### src/rtl/core/bts_pkg.sv
package bts_pkg;

  localparam int ADDR_W   = 4;
  localparam int DATA_W   = 32;
  localparam int GEOM_W   = 11;
  localparam int MIN_GEOM = 3;
  localparam int RESET_GEOM = 1024;

  localparam logic [1:0] REG_PASS   = 2'd0;
  localparam logic [1:0] REG_WIDTH  = 2'd1;
  localparam logic [1:0] REG_HEIGHT = 2'd2;

  typedef struct packed {
    logic pixel_in;
    logic flush;
  } bts_in_t;

  typedef struct packed {
    logic pixel_out;
    logic removed;
    logic frame_last;
    logic any_removed;
  } bts_out_t;

  // control from the register block to the datapath
  typedef struct packed {
    logic pass_sel;
    logic restart;
  } bts_ctl_t;

endpackage

### src/rtl/core/bts_ram.sv
module bts_ram #(
  parameter int WIDTH = 2,
  parameter int DEPTH = 1024
) (
  input  logic                     clk,
  input  logic                     we,
  input  logic [$clog2(DEPTH)-1:0] waddr,
  input  logic [WIDTH-1:0]         wdata,
  input  logic                     re,
  input  logic [$clog2(DEPTH)-1:0] raddr,
  output logic [WIDTH-1:0]         rdata
);

  logic [WIDTH-1:0] mem [DEPTH];
  logic [WIDTH-1:0] rdata_r;

  // read returns old data on a same-address write
  always_ff @(posedge clk) begin
    if (we) begin
      mem[waddr] <= wdata;
    end
    if (re) begin
      rdata_r <= mem[raddr];
    end
  end

  assign rdata = rdata_r;

endmodule

### src/rtl/core/bts_cfg.sv
module bts_cfg
  import bts_pkg::*;
#(
  parameter int MAX_WIDTH  = 1024,
  parameter int MAX_HEIGHT = 1024
) (
  input  logic                               clk,
  input  logic                               rst_n,
  input  logic                               cfg_psel,
  input  logic                               cfg_penable,
  input  logic                               cfg_pwrite,
  input  logic [ADDR_W-1:0]                  cfg_paddr,
  input  logic [DATA_W-1:0]                  cfg_pwdata,
  output logic [DATA_W-1:0]                  cfg_prdata,
  output logic                               cfg_pready,
  output bts_ctl_t                           ctl,
  output logic [$clog2(MAX_WIDTH+1)-1:0]     eff_w,
  output logic [$clog2(MAX_HEIGHT+1)-1:0]    eff_h
);

  localparam int WW = $clog2(MAX_WIDTH + 1);
  localparam int HW = $clog2(MAX_HEIGHT + 1);

  function automatic int unsigned clamp_geom(input logic [GEOM_W-1:0] v,
                                             input int unsigned lim);
    int unsigned x;
    x = 32'(v);
    if (x < MIN_GEOM) return MIN_GEOM;
    if (x > lim) return lim;
    return x;
  endfunction

  logic              pass_r, pass_nxt;
  logic [GEOM_W-1:0] fw_r, fw_nxt;
  logic [GEOM_W-1:0] fh_r, fh_nxt;
  logic [WW-1:0]     eff_w_r, eff_w_nxt;
  logic [HW-1:0]     eff_h_r, eff_h_nxt;
  logic              wr;
  logic [1:0]        idx;

  assign wr  = cfg_psel && cfg_penable && cfg_pwrite && cfg_pready;
  assign idx = cfg_paddr[3:2];

  always_comb begin
    pass_nxt  = pass_r;
    fw_nxt    = fw_r;
    fh_nxt    = fh_r;
    eff_w_nxt = eff_w_r;
    eff_h_nxt = eff_h_r;
    if (wr) begin
      unique case (idx)
        REG_PASS: begin
          pass_nxt = cfg_pwdata[0];
        end
        REG_WIDTH: begin
          fw_nxt    = cfg_pwdata[GEOM_W-1:0];
          eff_w_nxt = WW'(clamp_geom(cfg_pwdata[GEOM_W-1:0], MAX_WIDTH));
        end
        REG_HEIGHT: begin
          fh_nxt    = cfg_pwdata[GEOM_W-1:0];
          eff_h_nxt = HW'(clamp_geom(cfg_pwdata[GEOM_W-1:0], MAX_HEIGHT));
        end
        default: begin
        end
      endcase
    end
  end

  always_ff @(posedge clk) begin
    if (!rst_n) begin
      pass_r  <= 1'b0;
      fw_r    <= GEOM_W'(RESET_GEOM);
      fh_r    <= GEOM_W'(RESET_GEOM);
      eff_w_r <= WW'(clamp_geom(GEOM_W'(RESET_GEOM), MAX_WIDTH));
      eff_h_r <= HW'(clamp_geom(GEOM_W'(RESET_GEOM), MAX_HEIGHT));
    end else begin
      pass_r  <= pass_nxt;
      fw_r    <= fw_nxt;
      fh_r    <= fh_nxt;
      eff_w_r <= eff_w_nxt;
      eff_h_r <= eff_h_nxt;
    end
  end

  always_comb begin
    unique case (idx)
      REG_PASS:   cfg_prdata = DATA_W'(pass_r);
      REG_WIDTH:  cfg_prdata = DATA_W'(fw_r);
      REG_HEIGHT: cfg_prdata = DATA_W'(fh_r);
      default:    cfg_prdata = '0;
    endcase
  end

  assign cfg_pready   = 1'b1;
  assign ctl.pass_sel = pass_r;
  assign ctl.restart  = wr && ((idx == REG_WIDTH) || (idx == REG_HEIGHT));
  assign eff_w        = eff_w_r;
  assign eff_h        = eff_h_r;

endmodule

### src/rtl/core/binary_thinning_subpass.sv
// One Zhang-Suen thinning sub-pass over a binary raster stream.
// Input channel (in_valid/in_ready/in_data): one pixel per request in raster
// order; after the last pixel of a frame, frame_width+1 drain requests
// (flush=1, or any request once all pixels are in) push out the tail.
// A flush request that arrives while pixels are still due is swallowed.
// Output channel (out_valid/out_ready/out_data): the result for pixel k is
// triggered by request k+frame_width+1 and, once that request is taken, shows
// on out_valid after the stage-B register and the output register. frame_last
// marks the frame's final result and carries any_removed.
// Throughput: one request per clock unless stalled. A single-port-read line
// memory of MAX_WIDTH x 2 bits (the two rows above the current one) is read
// once and written once per request, feeding a 3x3 window register.
// Stall: while a result waits in the output register and out_ready is low,
// in_ready is low and the whole pipe holds.
// Reset: counters, window and valid flags clear; pass_select=0, width and
// height 1024. The line memory is not cleared: rows it returns before they
// are written feed only border pixels. Writing width or height restarts the
// frame; configure only while idle.
module binary_thinning_subpass
  import bts_pkg::*;
#(
  parameter int MAX_WIDTH  = 1024,
  parameter int MAX_HEIGHT = 1024
) (
  input  logic              clk,
  input  logic              rst_n,
  input  logic              in_valid,
  output logic              in_ready,
  input  bts_in_t           in_data,
  output logic              out_valid,
  input  logic              out_ready,
  output bts_out_t          out_data,
  input  logic              cfg_psel,
  input  logic              cfg_penable,
  input  logic              cfg_pwrite,
  input  logic [ADDR_W-1:0] cfg_paddr,
  input  logic [DATA_W-1:0] cfg_pwdata,
  output logic [DATA_W-1:0] cfg_prdata,
  output logic              cfg_pready
);

  localparam int CW = $clog2(MAX_WIDTH);       // column index
  localparam int WW = $clog2(MAX_WIDTH + 1);   // width value
  localparam int HW = $clog2(MAX_HEIGHT + 1);  // height value
  localparam int RW = $clog2(MAX_HEIGHT + 2);  // row index, runs to height+1

  bts_ctl_t      ctl;
  logic [WW-1:0] eff_w;
  logic [HW-1:0] eff_h;

  bts_cfg #(
    .MAX_WIDTH  (MAX_WIDTH),
    .MAX_HEIGHT (MAX_HEIGHT)
  ) u_cfg (
    .clk         (clk),
    .rst_n       (rst_n),
    .cfg_psel    (cfg_psel),
    .cfg_penable (cfg_penable),
    .cfg_pwrite  (cfg_pwrite),
    .cfg_paddr   (cfg_paddr),
    .cfg_pwdata  (cfg_pwdata),
    .cfg_prdata  (cfg_prdata),
    .cfg_pready  (cfg_pready),
    .ctl         (ctl),
    .eff_w       (eff_w),
    .eff_h       (eff_h)
  );

  // ---------------------------------------------------------------------
  // Stage A: raster position of the incoming request
  // ---------------------------------------------------------------------
  logic [RW-1:0] row_r, row_nxt;
  logic [CW-1:0] col_r, col_nxt;
  logic [RW-1:0] h_ext;
  logic          move, accept, pix_phase, enter;
  logic          last_pos, emit_pos, int_pos, col_wrap;

  // whole pipe advances whenever the output register can take a result
  assign move     = !out_valid || out_ready;
  assign in_ready = move;
  assign accept   = in_valid && in_ready;

  assign h_ext     = RW'(eff_h);
  assign pix_phase = row_r < h_ext;
  assign enter     = accept && !(pix_phase && in_data.flush);
  assign col_wrap  = (WW'(col_r) + WW'(1)) == eff_w;

  // final drain request: first column of row height+1
  assign last_pos = (row_r == (h_ext + RW'(1))) && (col_r == '0);
  // results start at request width+1
  assign emit_pos = (row_r >= RW'(2)) || ((row_r == RW'(1)) && (col_r != '0));
  // window center is (row-1, col-1); interior test on that position
  assign int_pos  = (col_r >= CW'(2)) && (row_r >= RW'(2)) &&
                    (row_r <= (h_ext - RW'(1)));

  always_comb begin
    row_nxt = row_r;
    col_nxt = col_r;
    if (ctl.restart) begin
      row_nxt = '0;
      col_nxt = '0;
    end else if (enter) begin
      if (last_pos) begin
        row_nxt = '0;
        col_nxt = '0;
      end else if (col_wrap) begin
        row_nxt = row_r + RW'(1);
        col_nxt = '0;
      end else begin
        col_nxt = col_r + CW'(1);
      end
    end
  end

  // ---------------------------------------------------------------------
  // Stage B: line memory data back, window shift, judgment
  // ---------------------------------------------------------------------
  logic          b_valid_r, b_valid_nxt;
  logic          b_pix_r, b_emit_r, b_int_r, b_last_r;
  logic [CW-1:0] b_col_r;
  logic [1:0]    lm_rdata;  // [1] two rows up, [0] one row up
  logic [1:0]    lm_wdata;
  logic          lm_we;

  assign b_valid_nxt = ctl.restart ? 1'b0 : (move ? enter : b_valid_r);

  // Consecutive requests always hit different columns (width >= 3), except
  // across the frame seam, where the read row is never used by an interior
  // pixel. No forwarding is needed.
  assign lm_we    = move && b_valid_r;
  assign lm_wdata = {lm_rdata[0], b_pix_r};

  bts_ram #(
    .WIDTH (2),
    .DEPTH (MAX_WIDTH)
  ) u_line (
    .clk   (clk),
    .we    (lm_we),
    .waddr (b_col_r),
    .wdata (lm_wdata),
    .re    (enter),
    .raddr (col_r),
    .rdata (lm_rdata)
  );

  // window columns, bit [2] top, [1] middle, [0] bottom
  logic [2:0] win_l_r, win_m_r, win_r;
  logic       p2, p3, p4, p5, p6, p7, p8, p9, center;
  logic [3:0] trans, cnt;
  logic       m1, m2, rem;
  logic       seen_r, seen_nxt;

  assign win_r = {lm_rdata, b_pix_r};

  always_comb begin
    p2     = win_m_r[2];
    p3     = win_r[2];
    p4     = win_r[1];
    p5     = win_r[0];
    p6     = win_m_r[0];
    p7     = win_l_r[0];
    p8     = win_l_r[1];
    p9     = win_l_r[2];
    center = win_m_r[1];
    trans  = 4'(!p2 && p3) + 4'(!p3 && p4) + 4'(!p4 && p5) + 4'(!p5 && p6) +
             4'(!p6 && p7) + 4'(!p7 && p8) + 4'(!p8 && p9) + 4'(!p9 && p2);
    cnt    = 4'(p2) + 4'(p3) + 4'(p4) + 4'(p5) + 4'(p6) + 4'(p7) + 4'(p8) + 4'(p9);
    if (ctl.pass_sel) begin
      m1 = p2 & p4 & p8;
      m2 = p2 & p6 & p8;
    end else begin
      m1 = p2 & p4 & p6;
      m2 = p4 & p6 & p8;
    end
    rem = b_int_r && center && (trans == 4'd1) && (cnt >= 4'd2) && (cnt <= 4'd6) &&
          !m1 && !m2;
  end

  // frame removal flag, cleared by the frame's last result
  always_comb begin
    seen_nxt = seen_r;
    if (ctl.restart) begin
      seen_nxt = 1'b0;
    end else if (move && b_valid_r && b_emit_r) begin
      seen_nxt = b_last_r ? 1'b0 : (seen_r | rem);
    end
  end

  // ---------------------------------------------------------------------
  // Output register
  // ---------------------------------------------------------------------
  logic     o_valid_r, o_valid_nxt;
  bts_out_t o_data_r;

  assign o_valid_nxt = move ? (b_valid_r && b_emit_r) : o_valid_r;

  always_ff @(posedge clk) begin
    if (!rst_n) begin
      row_r     <= '0;
      col_r     <= '0;
      b_valid_r <= 1'b0;
      win_l_r   <= '0;
      win_m_r   <= '0;
      seen_r    <= 1'b0;
      o_valid_r <= 1'b0;
    end else begin
      row_r     <= row_nxt;
      col_r     <= col_nxt;
      b_valid_r <= b_valid_nxt;
      seen_r    <= seen_nxt;
      o_valid_r <= o_valid_nxt;
      if (move && b_valid_r) begin
        win_l_r <= win_m_r;
        win_m_r <= win_r;
      end
    end
  end

  // payload registers, no reset
  always_ff @(posedge clk) begin
    if (move && enter) begin
      b_pix_r  <= in_data.pixel_in & pix_phase;  // drain pixels read as 0
      b_col_r  <= col_r;
      b_emit_r <= emit_pos;
      b_int_r  <= int_pos;
      b_last_r <= last_pos;
    end
    if (move && b_valid_r && b_emit_r) begin
      o_data_r.pixel_out   <= center & !rem;
      o_data_r.removed     <= rem;
      o_data_r.frame_last  <= b_last_r;
      o_data_r.any_removed <= b_last_r & (seen_r | rem);
    end
  end

  assign out_valid = o_valid_r;
  assign out_data  = o_data_r;

endmodule

### config.mk
export PLATFORM = sky130hd
export DESIGN_NAME = binary_thinning_subpass
export DESIGN_NICKNAME = d
export VERILOG_FILES = /design/src/rtl/core/bts_pkg.sv /design/src/rtl/core/bts_ram.sv /design/src/rtl/core/bts_cfg.sv /design/src/rtl/core/binary_thinning_subpass.sv
export SDC_FILE = /design/constraint.sdc
export NUM_CORES = 2
export LEC_CHECK = 0
export CORE_UTILIZATION = 50
export CTS_CLUSTER_DIAMETER = 150
export CTS_CLUSTER_SIZE = 40
export DETAILED_ROUTE_END_ITERATION = 8
export DONT_BUFFER_PORTS = 1
export RECOVER_POWER = 50
export SLEW_MARGIN = 20
export SYNTH_ARGS = -nofsm -noshare
export SYNTH_HDL_FRONTEND = slang
export SYNTH_HIERARCHICAL = 1
export SYNTH_SLANG_ARGS = --single-unit
### constraint.sdc
create_clock -name clk -period 25 [get_ports clk]
set_input_delay 3.75 -clock clk [delete_from_list [all_inputs] [get_ports clk]]
set_output_delay 3.75 -clock clk [all_outputs]
set_load 0.01 [all_outputs]
==> impl_metrics.toml <==
[pwr]
switching_share_pct = 20.7
share_comb_of_total_power_pct = 4.9
clkPwrFrac_pct = 25.5
p_switching_mw = 1.18
ir_drop_mv = 0.0656
total_power_mw = 5.67
leakagePower_nw = 26.6
power_density_nw_per_um2 = 60.6
internal_power_mw = 4.49
power_frac_seq_pct = 69.6

[critical_path]
worstPathArrival_ns = 14.45
startpoint_type = "register"
r2r-start = "u_line/rdata[0]"
cp_max_fo = 204
endpoint_kind = "register"
worstPathRequired_ns = 25.40
cp-startpoint = "u_line/rdata[0]"
crit_type = "reg2reg"

[synth]
ys_types = 100
syn-instance-count = 5541
synth_area_leaders = "edfxtp_1, mux4_2, nor2_1"
synthAdderAreaFrac_pct = 0.747
ys.flop_type = "edfxtp_1"
yosysTopAreaCellShare_pct = 68.9
synth_edf_count = 2068
ys.warnings.count = 6
seq_area_frac_synth_pct = 70.6
synthXorXnorAreaFrac_pct = 0.253
ys_ff_latch = 2143
yosys.area_share.simple_pct = 7.82
synth_mux_area_share_pct = 13.6
avgSynthCellArea_um2 = 16.3
synth.cell_area_um2 = 90100
async_flop_share_pct = 0
synth-compound-area-share_pct = 4.01
synth_top_family_by_area = "multiplexers"
yosys.area.top_type = "edfxtp_1"

[layout]
syn_to_final_growth_pct = 3.75
drive_gt1_share_pct = 13.3
final_net_count = 5375
seqCellArea_um2 = 63600
fin_cells = 7652
nFillCells = 14600
multi_input_area_um2 = 24300

[sta]
min_period_ns = 14.05
max_freq_ghz = 0.0712
fin_skew_ns = 0.0301
slew_headroom_pct = -508
worstMarginPinSlew_ns = 9.12
layout_setup_ws_ns = 10.95
tns_ns = 0
min_period_over_period_pct = 56.2
drv_slew = 2086
setup_viol = 0
rsz0062_at_grt = "no"
hold_viol_final = 0

[clock_network]
cts_num_sinks = 2143
numCtsBuffers = 59
clkLatencyLatePin_ns = 0.76
clk_pin_slew_worst_paths_ns = 0.15
post_cts_resized = 0
cts_tree = "yes"
cts_hold_buf = 0
root_buffer = "clkbuf_16"
htreeDepth = 2
clockBufferDepth = 3
post_cts.repair.setup_buffers = 0

[detailed_routing]
dr.pass1.iters = 5
drc = 0
wl_per_cell_um = 30.9
wl_um = 236000
vias = 48800
dr.first_iter.drc_count = 5894
drtAntennaViolNets = 0
routed_via_density = 6.38

[min_path]
hp-start = "u_cfg/fh_r[5]"
hold_class = "reg2reg"

[die]
die_h_um = 427
rows = 155
die-area_um2 = 182000
ios = 84
die_width_um = 427
initial_core_util_pct = 50.4
placeableCoreArea_um2 = 179000

[grt]
grt_pass1_wl_um = 340000
grt_max_degree = 228
grtUsageTotal_pct = 25.9
grt_overflow = 0
grt_pass1_vias = 48600
antenna_found_initial = 7

[flow_run]
cap_violations = 23

[placed_design]
gp_congestion = 0.813
post-place-ws_ns = 16.57
dp.cells = 7575
dp_hpwl_um = 132000
portBuffers = 0

[outcome]
run_status = "finished with violations"
violations = "max-capacitance violations, max-slew violations"
synthesized netlist by cell type, types with 14 or more instances:
| cell | count |
|---|---|
| nand2_1 | 199 |
| a21boi_0 | 16 |
| mux2i_1 | 205 |
| buf_4 | 56 |
| nand3b_1 | 18 |
| nor4_1 | 18 |
| buf_6 | 36 |
| a21oi_1 | 88 |
| inv_1 | 53 |
| dfxtp_1 | 75 |
| and3_1 | 17 |
| nor3_1 | 60 |
| buf_2 | 41 |
| nor2b_1 | 27 |
| ha_1 | 41 |
| buf_1 | 54 |
| edfxtp_1 | 2068 |
| xnor2_1 | 17 |
| a22oi_1 | 55 |
| o21ai_0 | 54 |
| buf_8 | 14 |
| a211oi_1 | 26 |
| mux4_2 | 449 |
| nand4_1 | 35 |
| o221ai_1 | 84 |
| nand3_1 | 89 |
| nor2_1 | 1082 |
| o22ai_1 | 45 |
| a221oi_1 | 17 |
| a31oi_1 | 16 |
| clkbuf_1 | 257 |
cell families (layout without fill, tap and decap cells):
| group | count (synthesis) | count (layout) |
|---|---|---|
| mux | 664 | 664 |
| fa+ha+maj | 49 | 49 |
| flops | 2143 | 2143 |
| simple gates | 1639 | 1639 |
| buf+inv | 518 | 251 |
| xor+xnor | 26 | 26 |
| compound gates | 500 | 500 |
| other cells | 2 | 25 |
path summary, 6_finish.rpt:
path	endpoint	slack [ns]	cells after the start
max reg2reg	u_line/mem[127][1]	10.95	4
min	u_cfg/fh_r[5]	0.47	2
min reg2reg	u_cfg/fh_r[5]	0.47	2
max	u_line/mem[127][1]	10.95	4
state kept, by name, summed over array words and instances, names as in the netlist:
name	count
u_cfg/fw_r	11
b_emit_r	1
win_l_r	3
out_valid	1
seen_r	1
u_cfg/eff_w	11
b_col_r	10
col_r	10
b_last_r	1
u_cfg/eff_h	11
b_int_r	1
u_line/mem	2048
b_valid_r	1
row_r	11
b_pix_r	1
u_cfg/fh_r	11
u_line/rdata	2
win_m_r	3
out_data	4
u_cfg/pass_r	1
per-stage QoR:
| step | hold slack, ns | util (%) | cell area, um2 |
|---|---|---|---|
| CTS | 0.463 | 52.4 | 93700 |
| detailed placement | 0.445 | 51.5 | 92100 |
| floorplan | 0.427 | - | 90200 |
| finish | 0.467 | 52.3 | 93500 |
| global placement | 0.440 | 51.5 | 92100 |
| global route | 0.483 | 52.3 | 93500 |
power by group through the flow:
| stage | Clock [mW] | Combinational (mW) | Sequential [mW] |
|---|---|---|---|
| final | 1.45 | 0.275 | 3.95 |
| after global routing | 1.57 | 0.294 | 3.95 |
| after CTS | 1.48 | 0.278 | 3.93 |
| after detailed placement | 0 | 0.278 | 4.01 |
| after global placement | 0 | 0.277 | 4.01 |
| after floorplan | 0 | 0.199 | 4.08 |
metal layers:
metal  up-vias  global-route usage [%]  wire length [um]
met3       235                    2.85             16900
li1      20800                       -                 -
met2      1822                    43.0            116000
met1     26000                    37.3             98000
met4         4                    5.09              5310
met5         -                       0                23
layout make-up:
| cell class | instances | share of cell area, % |
|---|---|---|
| antenna | 3 | 0.00803 |
| clock buffer | 71 | 1.65 |
| clock inverter | 3 | 0.0482 |
| inverter | 56 | 0.229 |
| multi-input combinational | 2900 | 26.0 |
| sequential | 2143 | 68.0 |
| tap | 2355 | 3.15 |
| timing repair buffer | 121 | 0.919 |
cell usage in the layout, fill, tap and decap left out, drive strengths merged, types with 17 or more instances in the layout:
cell type,count
ha,41
a21oi,88
o21ai,58
xnor2,17
nand3b,18
a211oi,26
a221oi,17
dfxtp,75
nor4,20
and3,24
o22ai,45
o221ai,85
a22oi,55
nor2b,27
nand2,199
nor3,60
nand4,35
nor2,1082
clkbuf,95
nand3,92
mux4,449
conb,22
a21boi,26
inv,55
edfxtp,2068
buf,97
mux2i,205
critical path, stage by stage (launching register included):
cell	delay, ns
edfxtp_1	0.37
clkbuf_1	2.47
clkbuf_1	6.05
clkbuf_1	3.41
buf_4	1.21
(Power assumes the default switching activity.)
